$ cat src/rtl/core/htc_pkg.sv
`default_nettype none
package htc_pkg;

    localparam int FRACTION_BITS = 16;
    localparam int WORD_W        = 32;
    localparam int WORDS         = 9;
    localparam int MAX_VERTS     = 10;
    localparam int DIST_W        = WORD_W + 2;
    localparam int T_W           = FRACTION_BITS + 1;
    localparam int EPS_W         = 16;

    typedef logic [WORDS-1:0][WORD_W-1:0] t_vtx;
    typedef logic [3:0]                   t_cnt;
    typedef logic [2:0]                   t_plane;
    typedef logic [1:0]                   t_slot;

    localparam t_cnt   MAX_CNT    = t_cnt'(MAX_VERTS);
    localparam t_cnt   TRI_CNT    = 4'd3;
    localparam t_slot  LAST_SLOT  = 2'd2;

    localparam t_plane PL_W       = 3'd0;
    localparam t_plane PL_XR      = 3'd1;
    localparam t_plane PL_XL      = 3'd2;
    localparam t_plane PL_YT      = 3'd3;
    localparam t_plane PL_YB      = 3'd4;
    localparam t_plane PL_ZN      = 3'd5;
    localparam t_plane PL_ZF      = 3'd6;
    localparam t_plane LAST_PLANE = PL_ZF;

    typedef enum logic [3:0] {
        S_IDLE,
        S_PSTART,
        S_LDPREV,
        S_RDCUR,
        S_EVAL,
        S_DECIDE,
        S_DIV,
        S_LERP,
        S_WRLERP,
        S_COPY,
        S_NEXT,
        S_PEND,
        S_OUTRD,
        S_OUTLD,
        S_OUTWAIT,
        S_EMPTY
    } t_state;

    typedef struct packed {
        logic   ld_in;
        logic   rd;
        logic   rd_b;
        t_cnt   rd_addr;
        logic   wr_b;
        t_cnt   wr_addr;
        logic   ld_prev;
        logic   ld_cur;
        logic   shift_prev;
        logic   div_start;
        logic   lerp_start;
        logic   wr_lerp;
        logic   wr_cur;
        logic   out_ld;
        logic   out_last;
        logic   out_none;
        t_plane plane;
    } t_dp_cmd;

    typedef struct packed {
        logic cin;
        logic pin;
        logic div_idle;
        logic lerp_done;
    } t_dp_stat;

    function automatic logic signed [DIST_W-1:0] plane_dist(
        input t_plane pl, input t_vtx v, input logic [EPS_W-1:0] eps);
        logic signed [DIST_W-1:0] w;
        logic signed [DIST_W-1:0] x;
        logic signed [DIST_W-1:0] y;
        logic signed [DIST_W-1:0] z;
        logic signed [DIST_W-1:0] e;
        logic signed [DIST_W-1:0] d;
        w = DIST_W'($signed(v[3]));
        x = DIST_W'($signed(v[0]));
        y = DIST_W'($signed(v[1]));
        z = DIST_W'($signed(v[2]));
        e = $signed({{(DIST_W-EPS_W){1'b0}}, eps});
        case (pl)
            PL_W:    d = w + e;
            PL_XR:   d = w - x;
            PL_XL:   d = w + x;
            PL_YT:   d = w - y;
            PL_YB:   d = w + y;
            PL_ZN:   d = w - z;
            default: d = w + z;
        endcase
        return d;
    endfunction

endpackage
`default_nettype wire

$ cat src/rtl/core/htc_ctrl.sv
`default_nettype none
module htc_ctrl
    import htc_pkg::*;
(
    input  wire logic     i_clk,
    input  wire logic     i_rst_n,
    input  wire logic     i_in_valid,
    input  wire logic     i_out_ready,
    input  wire t_dp_stat i_stat,
    output t_dp_cmd       o_cmd,
    output logic          o_in_ready,
    output logic          o_out_valid
);

    t_state r_state, n_state;
    t_slot  r_slot;
    t_cnt   r_n, r_m, r_i, r_k;
    t_plane r_plane;

    always_comb begin
        n_state = r_state;
        case (r_state)
            S_IDLE:    if (i_in_valid && r_slot == LAST_SLOT) n_state = S_PSTART;
            S_PSTART:  n_state = (r_n == '0) ? S_PEND : S_LDPREV;
            S_LDPREV:  n_state = S_RDCUR;
            S_RDCUR:   n_state = S_EVAL;
            S_EVAL:    n_state = S_DECIDE;
            S_DECIDE: begin
                if (i_stat.cin != i_stat.pin && r_m < MAX_CNT) n_state = S_DIV;
                else if (i_stat.cin && r_m < MAX_CNT)        n_state = S_COPY;
                else                                         n_state = S_NEXT;
            end
            S_DIV:     if (i_stat.div_idle) n_state = S_LERP;
            S_LERP:    if (i_stat.lerp_done) n_state = S_WRLERP;
            S_WRLERP:  n_state = (i_stat.cin && r_m < MAX_CNT - 4'd1) ? S_COPY : S_NEXT;
            S_COPY:    n_state = S_NEXT;
            S_NEXT:    n_state = (r_i + 4'd1 == r_n) ? S_PEND : S_RDCUR;
            S_PEND: begin
                if (r_plane == LAST_PLANE) n_state = (r_m == '0) ? S_EMPTY : S_OUTRD;
                else                       n_state = S_PSTART;
            end
            S_OUTRD:   n_state = S_OUTLD;
            S_OUTLD:   n_state = S_OUTWAIT;
            S_OUTWAIT: begin
                if (i_out_ready) begin
                    n_state = ({1'b0, r_k} + 5'd1 >= {1'b0, r_n}) ? S_IDLE : S_OUTRD;
                end
            end
            S_EMPTY:   n_state = S_OUTWAIT;
            default:   n_state = S_IDLE;
        endcase
    end

    always_comb begin
        o_cmd       = '0;
        o_cmd.plane = r_plane;
        o_cmd.rd_b  = r_plane[0];
        o_cmd.wr_b  = ~r_plane[0];
        o_cmd.wr_addr = r_m;
        o_in_ready  = 1'b0;
        o_out_valid = 1'b0;
        case (r_state)
            S_IDLE: begin
                o_in_ready    = 1'b1;
                o_cmd.ld_in   = i_in_valid;
                o_cmd.wr_b    = 1'b0;
                o_cmd.wr_addr = t_cnt'(r_slot);
            end
            S_PSTART: begin
                o_cmd.rd      = 1'b1;
                o_cmd.rd_addr = r_n - 4'd1;
            end
            S_LDPREV:  o_cmd.ld_prev = 1'b1;
            S_RDCUR: begin
                o_cmd.rd      = 1'b1;
                o_cmd.rd_addr = r_i;
            end
            S_EVAL:    o_cmd.ld_cur = 1'b1;
            S_DECIDE:  o_cmd.div_start = (i_stat.cin != i_stat.pin) && (r_m < MAX_CNT);
            S_DIV:     o_cmd.lerp_start = i_stat.div_idle;
            S_WRLERP:  o_cmd.wr_lerp = 1'b1;
            S_COPY:    o_cmd.wr_cur = 1'b1;
            S_NEXT:    o_cmd.shift_prev = 1'b1;
            S_OUTRD: begin
                o_cmd.rd      = 1'b1;
                o_cmd.rd_b    = 1'b1;
                o_cmd.rd_addr = r_k;
            end
            S_OUTLD: begin
                o_cmd.out_ld   = 1'b1;
                o_cmd.out_last = (r_k + 4'd1 == r_n);
            end
            S_OUTWAIT: o_out_valid = 1'b1;
            S_EMPTY: begin
                o_cmd.out_ld   = 1'b1;
                o_cmd.out_last = 1'b1;
                o_cmd.out_none = 1'b1;
            end
            default: o_cmd.plane = r_plane;
        endcase
    end

    always_ff @(posedge i_clk) begin
        if (!i_rst_n) begin
            r_state <= S_IDLE;
            r_slot  <= '0;
            r_n     <= '0;
            r_m     <= '0;
            r_i     <= '0;
            r_k     <= '0;
            r_plane <= '0;
        end else begin
            r_state <= n_state;
            case (r_state)
                S_IDLE: begin
                    if (i_in_valid) begin
                        if (r_slot == LAST_SLOT) begin
                            r_slot  <= '0;
                            r_n     <= TRI_CNT;
                            r_plane <= PL_W;
                        end else begin
                            r_slot <= r_slot + 2'd1;
                        end
                    end
                end
                S_PSTART: begin
                    r_m <= '0;
                    r_i <= '0;
                end
                S_WRLERP, S_COPY: r_m <= r_m + 4'd1;
                S_NEXT:   r_i <= r_i + 4'd1;
                S_PEND: begin
                    r_n     <= r_m;
                    r_plane <= r_plane + 3'd1;
                    r_k     <= '0;
                end
                S_OUTWAIT: if (i_out_ready) r_k <= r_k + 4'd1;
                default: r_k <= r_k;
            endcase
        end
    end

endmodule
`default_nettype wire

$ cat config.mk
export PLATFORM = sky130hd
export DESIGN_NAME = htc_ctrl
export DESIGN_NICKNAME = d
export VERILOG_FILES = /design/src/rtl/core/htc_pkg.sv /design/src/rtl/core/htc_ctrl.sv
export SDC_FILE = /design/constraint.sdc
export NUM_CORES = 1
export LEC_CHECK = 0
export ABC_AREA = 1
export BUFFER_PORTS_ARGS = -buffer_cell sky130_fd_sc_hd__buf_4
export CORE_MARGIN = 2
export CORE_UTILIZATION = 40
export CTS_BUF_LIST = sky130_fd_sc_hd__clkbuf_8
export CTS_CLUSTER_DIAMETER = 200
export DETAILED_ROUTE_END_ITERATION = 6
export PLACE_DENSITY = 0.72
export SYNTH_ARGS = -nofsm -noshare
export SYNTH_HDL_FRONTEND = slang
export SYNTH_SLANG_ARGS = --single-unit
$ cat constraint.sdc
create_clock -name i_clk -period 3.7 [get_ports i_clk]
set_input_delay 0.37 -clock i_clk [delete_from_list [all_inputs] [get_ports i_clk]]
set_output_delay 0.37 -clock i_clk [all_outputs]
set_load 0.02 [all_outputs]
==> metrics, run 1 <==
post-synth top area share=0.269; H-Tree Depth=1; CTS tree=yes; outcome=completed; CP Cell Sequence=ha_1, xor2_1, ha_1, nand2_1, nor2_1, nor2_1, nor2_1, buf_4; switch share=0.441; I/O pin total=35; WP buf/inv=1; Cell Pwr Density=425 nW/um^2; CP max FO=4; Seq pwr share=0.336; Finish-stage setup viols=0; first-pass GRT wire length=8.12 mm; period utilization=0.580; XOR/XNOR share of the synthesized area=0.0423; CTS sink count=25; drt pass-1 iters=4; clock share of power=0.184; fmax=0.466 GHz; final core occ=0.499; vias in the first global route=1782; Port Buf Inserts=34; worst min-delay path category=input port to register; Slew Viols, Final=0; Die H=72.2 um; GRT met3 Usage=0.0431; Critical Path RT=3330 ps; Area Overhead vs Synth=18.1%; share of post-route cells with drive strength above 1=0.181; Overflow after GRT=0; DRT antenna net count=0; Async SR Flop Fraction=0; crit path DAT=1780 ps; fill count=460; die area=5220 um^2; Synth Area in Compound Gates=0.167; met2 global-route usage=0.323; r2r setup slk=1880 ps; GP Congestion=0.880; P_int=523 uW; post-synthesis cell type count=34; Mapped Area=1860 um^2; largest cells by area after synthesis=dfxtp_1 (27%), nand2_1 (15%), ha_1 (8.1%), inv_1 (7.9%), a21oi_1 (6.2%); slowest stage delay, CP=350 ps; sequential share of the synthesized area=0.269; mux cell area share after synthesis=0; hold-fix buffers at CTS=0; DP Wirelength=3.73 mm; Mapped Avg Cell Area=6.49 um^2; Synth Area in Adders=0.0806; DR vias/cell=5.11; EDFF count, synth=0; max cap viols=0; clk_skew=6.95 ps; pin count of the biggest net entering global routing=20; Net Sw Power=412 uW; antenna fix cells=0; Total Wirelength=4.68 mm; die width=72.2 um; DRC=0; num rows=24; main combinational cell family by area after synthesis=simple AND/OR/NAND/NOR gates; Synth Register Bits=25; Overall Global Routing Usage=0.194; clk slew on worst S/H paths=100 ps; Crit path top cell by count=nor2_1; routed len/inst=12.6 um; initial drt markers=117; leading area contributor after synthesis=dfxtp_1; Slew HR=0.598; Synth Area in Simple Gates=0.335; Lkg Pwr=0.00108 uW; Final min period=2150 ps; final hold vios=0; peak supply drop=0.244 mV; most frequent cell after synthesis=nand2_1; combinational power share=0.480; Synth Warn #=0; Synth Flop Type=dfxtp_1; core area=4410 um^2; CTS Root Cell=clkbuf_8; Post-CTS Setup Bufs=0; Worst-Margin Slew=600 ps; Syn Nets=307; DR vias=1907; critical path's top delay family=adder cells; Post-synth top cells=nand2_1 (75), inv_1 (39), nor2_1 (28), dfxtp_1 (25), a21oi_1 (23); Crit Path Category=register to primary output; GRT met1 Usage=0.257; busiest layer in global routing=met2; Setup crit end kind=primary output; Syn Inst Count=287; fin nets=342; total CTS buffers=3; CTS max path bufs=2; type of origin of the critical path=register; cells resized by post-CTS repair=0; Crit-path slowest cell=dfxtp_1; area post-placement=2150 um^2; setup TNS=0 ps; Worst-Skew Late Latency=280 ps; RSZ-0062 raised after global routing=no; starting density of the core=0.422; post-route cell area=2200 um^2; initial antenna violation count=0
## sequential cells by signal (all words and copies together), names as in the netlist
| signal | count |
|---|---|
| r_state | 4 |
| r_i | 4 |
| r_m | 4 |
| r_slot | 2 |
| r_k | 4 |
| r_n | 4 |
| r_plane | 3 |
## cell families after synthesis
logic type,count (synthesis)
and+or+nand+nor,140
AOI/OAI and AO/OA,53
buffers and inverters,48
DFF,25
adders and majority gates,12
xor gates and xnor gates,9
## worst paths after layout
kind              depth (start not counted)    start    endpoint
hold reg to reg                           2   r_n[3]      r_n[3]
hold / removal                            3  i_rst_n      r_m[0]
setup / recovery                          8   r_k[0]    o_cmd[4]
setup reg to reg                         12   r_k[0]  r_state[3]
## layout by cell type (no fill, tap or decap), types with 6 or more instances in the layout
cell type	n
buf_4	34
nor2_1	28
ha_1	12
o21ai_0	15
dfxtp_1	25
nand2_1	75
xor2_1	6
nand3_1	16
a21oi_1	23
inv_1	39
## metrics by stage
| stage | setup slack [ps] | std cells | hold WS [ps] | total power (uW) |
|---|---|---|---|---|
| detailed placement | 1850 | 369 | 471 | 771 |
| finish | 1550 | 373 | 393 | 936 |
| global route | 1420 | 373 | 383 | 1010 |
| CTS | 1540 | 373 | 389 | 946 |
| global placement | 1880 | 369 | 466 | 766 |
| floorplan | 1870 | 287 | 454 | 640 |
## metal layers
layer | share of wire | up-vias | routed length [um]
li1 | - | 991 | -
met1 | 0.46 | 863 | 2170
met2 | 0.47 | 49 | 2220
met3 | 0.056 | 4 | 263
met4 | 0.0079 | 0 | 37
met5 | 0 | - | 0
## final cells by class
cell class / count / area (um^2) / share of cell area
multi-input combinational: 214 / 1160 / 0.529
sequential: 25 / 500 / 0.227
timing repair buffer: 34 / 255 / 0.116
inverter: 44 / 168 / 0.0762
tap: 52 / 65.1 / 0.0296
clock buffer: 3 / 41.3 / 0.0188
clock inverter: 1 / 7.51 / 0.00341
## worst register-to-register path, delay by kind of cell (launching register included)
family          cells  cell delay, ps
compound gates      2             220
xor+xnor            1             160
fa+ha+maj           2             550
flops               1             350
simple gates        7             430
## power by group through the flow
stage                     sequential (uW)  combinational [uW]  clock, uW
final                                 314                 449        172
after global routing                  319                 494        192
after CTS                             314                 452        179
after detailed placement              321                 450          0
after global placement                321                 445          0
after floorplan                       306                 334          0
No activity file was read; power rests on OpenSTA's default activity.
==> run 2, diff against run 1 <==
- clock period: 3.7 -> 2.1 ns (I/O delays scaled with it)
==> metrics, run 2 (synthesis results as in run 1) <==
outcome=completed; DRT antenna net count=0 (unchanged); CTS tree=yes; GRT met1 Usage=0.274 (+0.0164); Seq pwr share=0.334 (-0.002); Critical Path RT=1890 ps (-1440 ps); met2 global-route usage=0.322 (-0.00102); Crit Path Category=register to primary output; Cell Pwr Density=747 nW/um^2 (+76%); switch share=0.438 (-0.00287); Net Sw Power=730 uW (+77%); GRT met3 Usage=0.0306 (-0.0125); type of origin of the critical path=register; DP Worst Slack=293 ps (-1560 ps); GP Congestion=0.896 (+1.8%); pin count of the biggest net entering global routing=15 (-25%); initial drt markers=118 (+0.85%); die area=5220 um^2 (unchanged); Area Overhead vs Synth=19.9%; clock share of power=0.179 (-0.005); register area=503 um^2 (+0.50%); crit path DAT=1760 ps (-20 ps); worst min-delay path category=input port to register; starting density of the core=0.422 (unchanged); num rows=24 (unchanged); peak supply drop=0.479 mV (+96%); first-pass GRT wire length=8.18 mm (+0.68%); drt pass-1 iters=4 (unchanged); Finish-stage setup viols=0 (unchanged); fmax=0.508 GHz; Overflow after GRT=0 (unchanged); Inst Count DP=371 (+0.54%); most common cell after layout, fill and taps aside=nand2_1; max cap viols=0 (unchanged); DRC=0 (unchanged); Worst-Skew Late Latency=280 ps (about the same); busiest layer in global routing=met2; routed len/inst=12.7 um (+1.3%); antenna fix cells=0 (unchanged); Total Wirelength=4.78 mm (+2.1%); vias in the first global route=1746 (-2.0%); Lkg Pwr=0.00109 uW (+1.4%); Worst-Margin Slew=432 ps (-168 ps); fill count=464 (+0.87%); setup TNS=0 ps (unchanged); Slew Viols, Final=0 (unchanged); most frequent cells in the layout=nand2_1 (75), inv_1 (39), buf_4 (37); Finished Layout Cells=376 (+0.80%); Register-to-Register Path Depth=13 (+1); core area=4410 um^2 (unchanged); Slew HR=0.711 (+0.113); clk slew on worst S/H paths=100 ps (about the same); I/O pin total=35 (unchanged); combinational power share=0.487 (+0.007); Setup crit end kind=primary output; Worst Setup Slack, final=131 ps (-1420 ps); CTS Root Cell=clkbuf_8; CTS max path bufs=2 (unchanged); die width=72.2 um (unchanged); Multi-input gate area=1170 um^2 (+0.86%); Die H=72.2 um (unchanged); hold path cells=3 (unchanged); Overall Global Routing Usage=0.197 (+0.00382); initial antenna violation count=0 (unchanged); share of post-route cells with drive strength above 1=0.201 (+0.0199); hold-fix buffers at CTS=0 (unchanged); Port Buf Inserts=34 (unchanged); DR vias=1898 (-0.47%); Final min period=1970 ps; period utilization=0.938; CP max FO=4 (unchanged); final core occ=0.506 (+0.00737); clk_skew=13.0 ps (+6.08 ps); P_int=938 uW (+79%); CTS sink count=25 (unchanged); final hold vios=0 (unchanged); DP Wirelength=3.76 mm (+0.85%); total CTS buffers=3 (unchanged); DR vias/cell=5.05 (-1.3%); H-Tree Depth=1 (unchanged); fin nets=345 (+0.88%)
[run 2: per-layer routing]
layer	wire, um	vias up
met3	199	6
met5	0	-
li1	-	1000
met4	59	0
met2	2210	35
met1	2310	857
[run 2: metrics by stage]
stage / power, uW / instance area (um^2) / hold WS, ps
after floorplan: 1130 / 1860 / 348
after global placement: 1370 / 2170 / 468
after detailed placement: 1380 / 2170 / 487
after CTS: 1690 / 2210 / 220
after global routing: 1790 / 2230 / 215
final: 1670 / 2230 / 223
[run 2: worst paths after layout]
check        startpoint          to  slack [ps]
max              r_k[0]    o_cmd[4]         130
min             i_rst_n      r_i[0]         220
max reg2reg      r_k[1]  r_state[3]         220
min reg2reg      r_n[3]      r_n[3]         500
[run 2: area by class of cell]
| type | instances | area share |
|---|---|---|
| well taps | 52 | 0.0291 |
| inverters | 44 | 0.0751 |
| clock buffers | 3 | 0.0185 |
| multi-input cells | 214 | 0.525 |
| repair buffers | 37 | 0.124 |
| clock inverters | 1 | 0.00224 |
| flip-flops and latches | 25 | 0.225 |
[run 2: timing repair]
item                       in CTS  in global routing
buffers inserted                0                  1
resized for setup               0                  4
setup endpoints to repair       0                  1
[run 2: power by group through the flow]
stage / Clock (uW) / Combinational [uW] / Sequential (uW)
2_1_floorplan: 0 / 589 / 539
3_3_place_gp: 0 / 805 / 567
3_5_place_dp: 0 / 815 / 566
4_1_cts: 315 / 817 / 555
5_1_grt: 334 / 889 / 562
6_report: 299 / 812 / 557
[run 2: critical path, stage by stage, from the launching register on]
cell     delay [ps]
dfxtp_2         350
ha_2            200
xor2_2          160
ha_1            310
nand2_1          70
nor2_1          110
nor2_1           50
nor2_1           80
buf_4           140
==> run 3, diff against run 2 <==
- CORE_ASPECT_RATIO: not set -> 0.9
==> metrics, run 3 (synthesis results as in run 1) <==
outcome=completed; final hold vios=0 (unchanged); Total Wirelength=4.97 mm (+3.8%); vias in the first global route=1758 (+0.69%); CTS tree=yes; CTS max path bufs=2 (unchanged); Die H=68.7 um (-4.8%); I/O pin total=35 (unchanged); peak supply drop=0.431 mV (-10%); fmax=0.504 GHz (-0.71%); Worst Setup SP=r_k[0]; DR vias/cell=4.98 (-1.3%); antenna fix cells=0 (unchanged); RSZ-0062 raised after global routing=no; worst min-delay path category=input port to register; worst reg2reg startpoint=r_k[0]; most common cell after layout, fill and taps aside=nand2_1; Overall Global Routing Usage=0.197 (-0.000277); die width=75.9 um (+5.1%); DRC=0 (unchanged); fin nets=343 (-0.58%); CP max FO=4 (unchanged); clk_skew=6.79 ps (-6.24 ps); initial drt markers=130 (+10%); r2r setup slk=270 ps (+50 ps); WP depth=8 (unchanged); Hold WS=233 ps (+9.47 ps); pin count of the biggest net entering global routing=20 (+5); Critical Path RT=1890 ps (about the same); Cell Pwr Density=737 nW/um^2 (-1.3%); type of origin of the critical path=register; GP Congestion=0.868 (-3.1%); setup TNS=0 ps (unchanged); crit path DAT=1770 ps (about the same); H-Tree Depth=1 (unchanged); Worst-Margin Slew=597 ps (+165 ps); total power=1670 uW (about the same); fill count=454 (-2.2%); Crit-path slowest cell=dfxtp_4; CP Cell Sequence=ha_4, xor2_2, ha_1, nand2_2, nor2_4, nor2_2, nor2_1, buf_4; register area=510 um^2 (+1.5%); Inst Count DP=380 (+2.4%); Register-to-Register Path Depth=12 (-1); first-pass GRT wire length=8.22 mm (+0.50%); die area=5220 um^2 (about the same); period utilization=0.944 (+0.00667); initial antenna violation count=0 (unchanged); share of post-route cells with drive strength above 1=0.214 (+0.0137); Finish-stage setup viols=0 (unchanged); DR vias=1914 (+0.84%); Final min period=1980 ps (+14.0 ps); Overflow after GRT=0 (unchanged); slowest stage delay, CP=370 ps (+20 ps); num rows=23 (-4.2%); clk slew on worst S/H paths=100 ps (about the same); Lkg Pwr=0.00109 uW (-0.62%); routed len/inst=12.9 um (+1.7%); Area Overhead vs Synth=21.6%; starting density of the core=0.418 (-0.00438); CTS sink count=25 (unchanged); most frequent cells in the layout=nand2_1 (73), inv_1 (40), buf_4 (35); Multi-input gate area=1200 um^2 (+2.3%); RR Endpoint=r_state[3]; WP buf/inv=1 (unchanged); CTS Root Cell=clkbuf_8; Slew HR=0.599 (-0.112); Finished Layout Cells=384 (+2.1%); Slew Viols, Final=0 (unchanged); total CTS buffers=3 (unchanged); Crit Path Category=register to primary output; critical path's top delay family=adder cells; Critical Path End=o_cmd[4]; Port Buf Inserts=34 (unchanged); max cap viols=0 (unchanged); final core occ=0.508 (+0.00176); DP Wirelength=3.77 mm (+0.40%); drt pass-1 iters=4 (unchanged); Setup crit end kind=primary output; Worst-Skew Late Latency=280 ps (about the same); DRT antenna net count=0 (unchanged); core area=4460 um^2 (+1.0%)
run 3: worst reg2reg max path: stages, from the launching register on:
cell and delay (ps):
dfxtp_4 370, ha_4 170, xor2_2 150, ha_1 340
nand2_2 100, o21ai_0 180, nor2_1 60, nand2_1 50
nand2_1 60, nor2_1 80, nand2_1 60, nand2_1 50
a21oi_1 50
run 3: worst min path at each step:
| stage | from | endpoint | slack, ps | cells after the start |
|---|---|---|---|---|
| after floorplan | i_rst_n | r_i[0] | 350 | 2 |
| after global placement | r_n[3] | r_n[3] | 470 | 2 |
| after detailed placement | r_n[3] | r_n[3] | 480 | 2 |
| after CTS | i_rst_n | r_i[0] | 230 | 3 |
| after global routing | i_rst_n | r_i[0] | 230 | 3 |
| final | i_rst_n | r_i[0] | 230 | 3 |
run 3: through the flow:
step	instance area (um^2)	worst slack, ps
detailed placement	2170	277
finish	2260	117
CTS	2220	59.8
global route	2260	1.85
floorplan	1860	424
global placement	2170	346
run 3: timing repair:
item	in CTS	in global routing
hold buffers	0	0
gates resized for setup	0	15
setup endpoints to repair	0	2
buffers inserted	0	0
run 3: layout make-up:
class                      count  area share
clock buffer                   3      0.0182
clock inverter                 1     0.00166
inverter                      44      0.0740
multi-input combinational    214       0.530
sequential                    25       0.225
tap                           62      0.0343
timing repair buffer          35       0.116
run 3: power by group:
| group | total [uW] | leakage (uW) | internal [uW] | switching (uW) |
|---|---|---|---|---|
| registers | 555 | 0.000205 | 503 | 52.7 |
| clock network | 296 | 0.0000269 | 131 | 165 |
| logic | 817 | 0.000856 | 302 | 515 |
run 3: per-layer routing:
| metal | wire length [um] | up-vias | GRT usage |
|---|---|---|---|
| li1 | - | 998 | - |
| met1 | 2330 | 846 | 0.261 |
| met2 | 2250 | 64 | 0.329 |
| met3 | 341 | 6 | 0.0443 |
| met4 | 44 | 0 | 0.0568 |
| met5 | 0 | - | 0 |
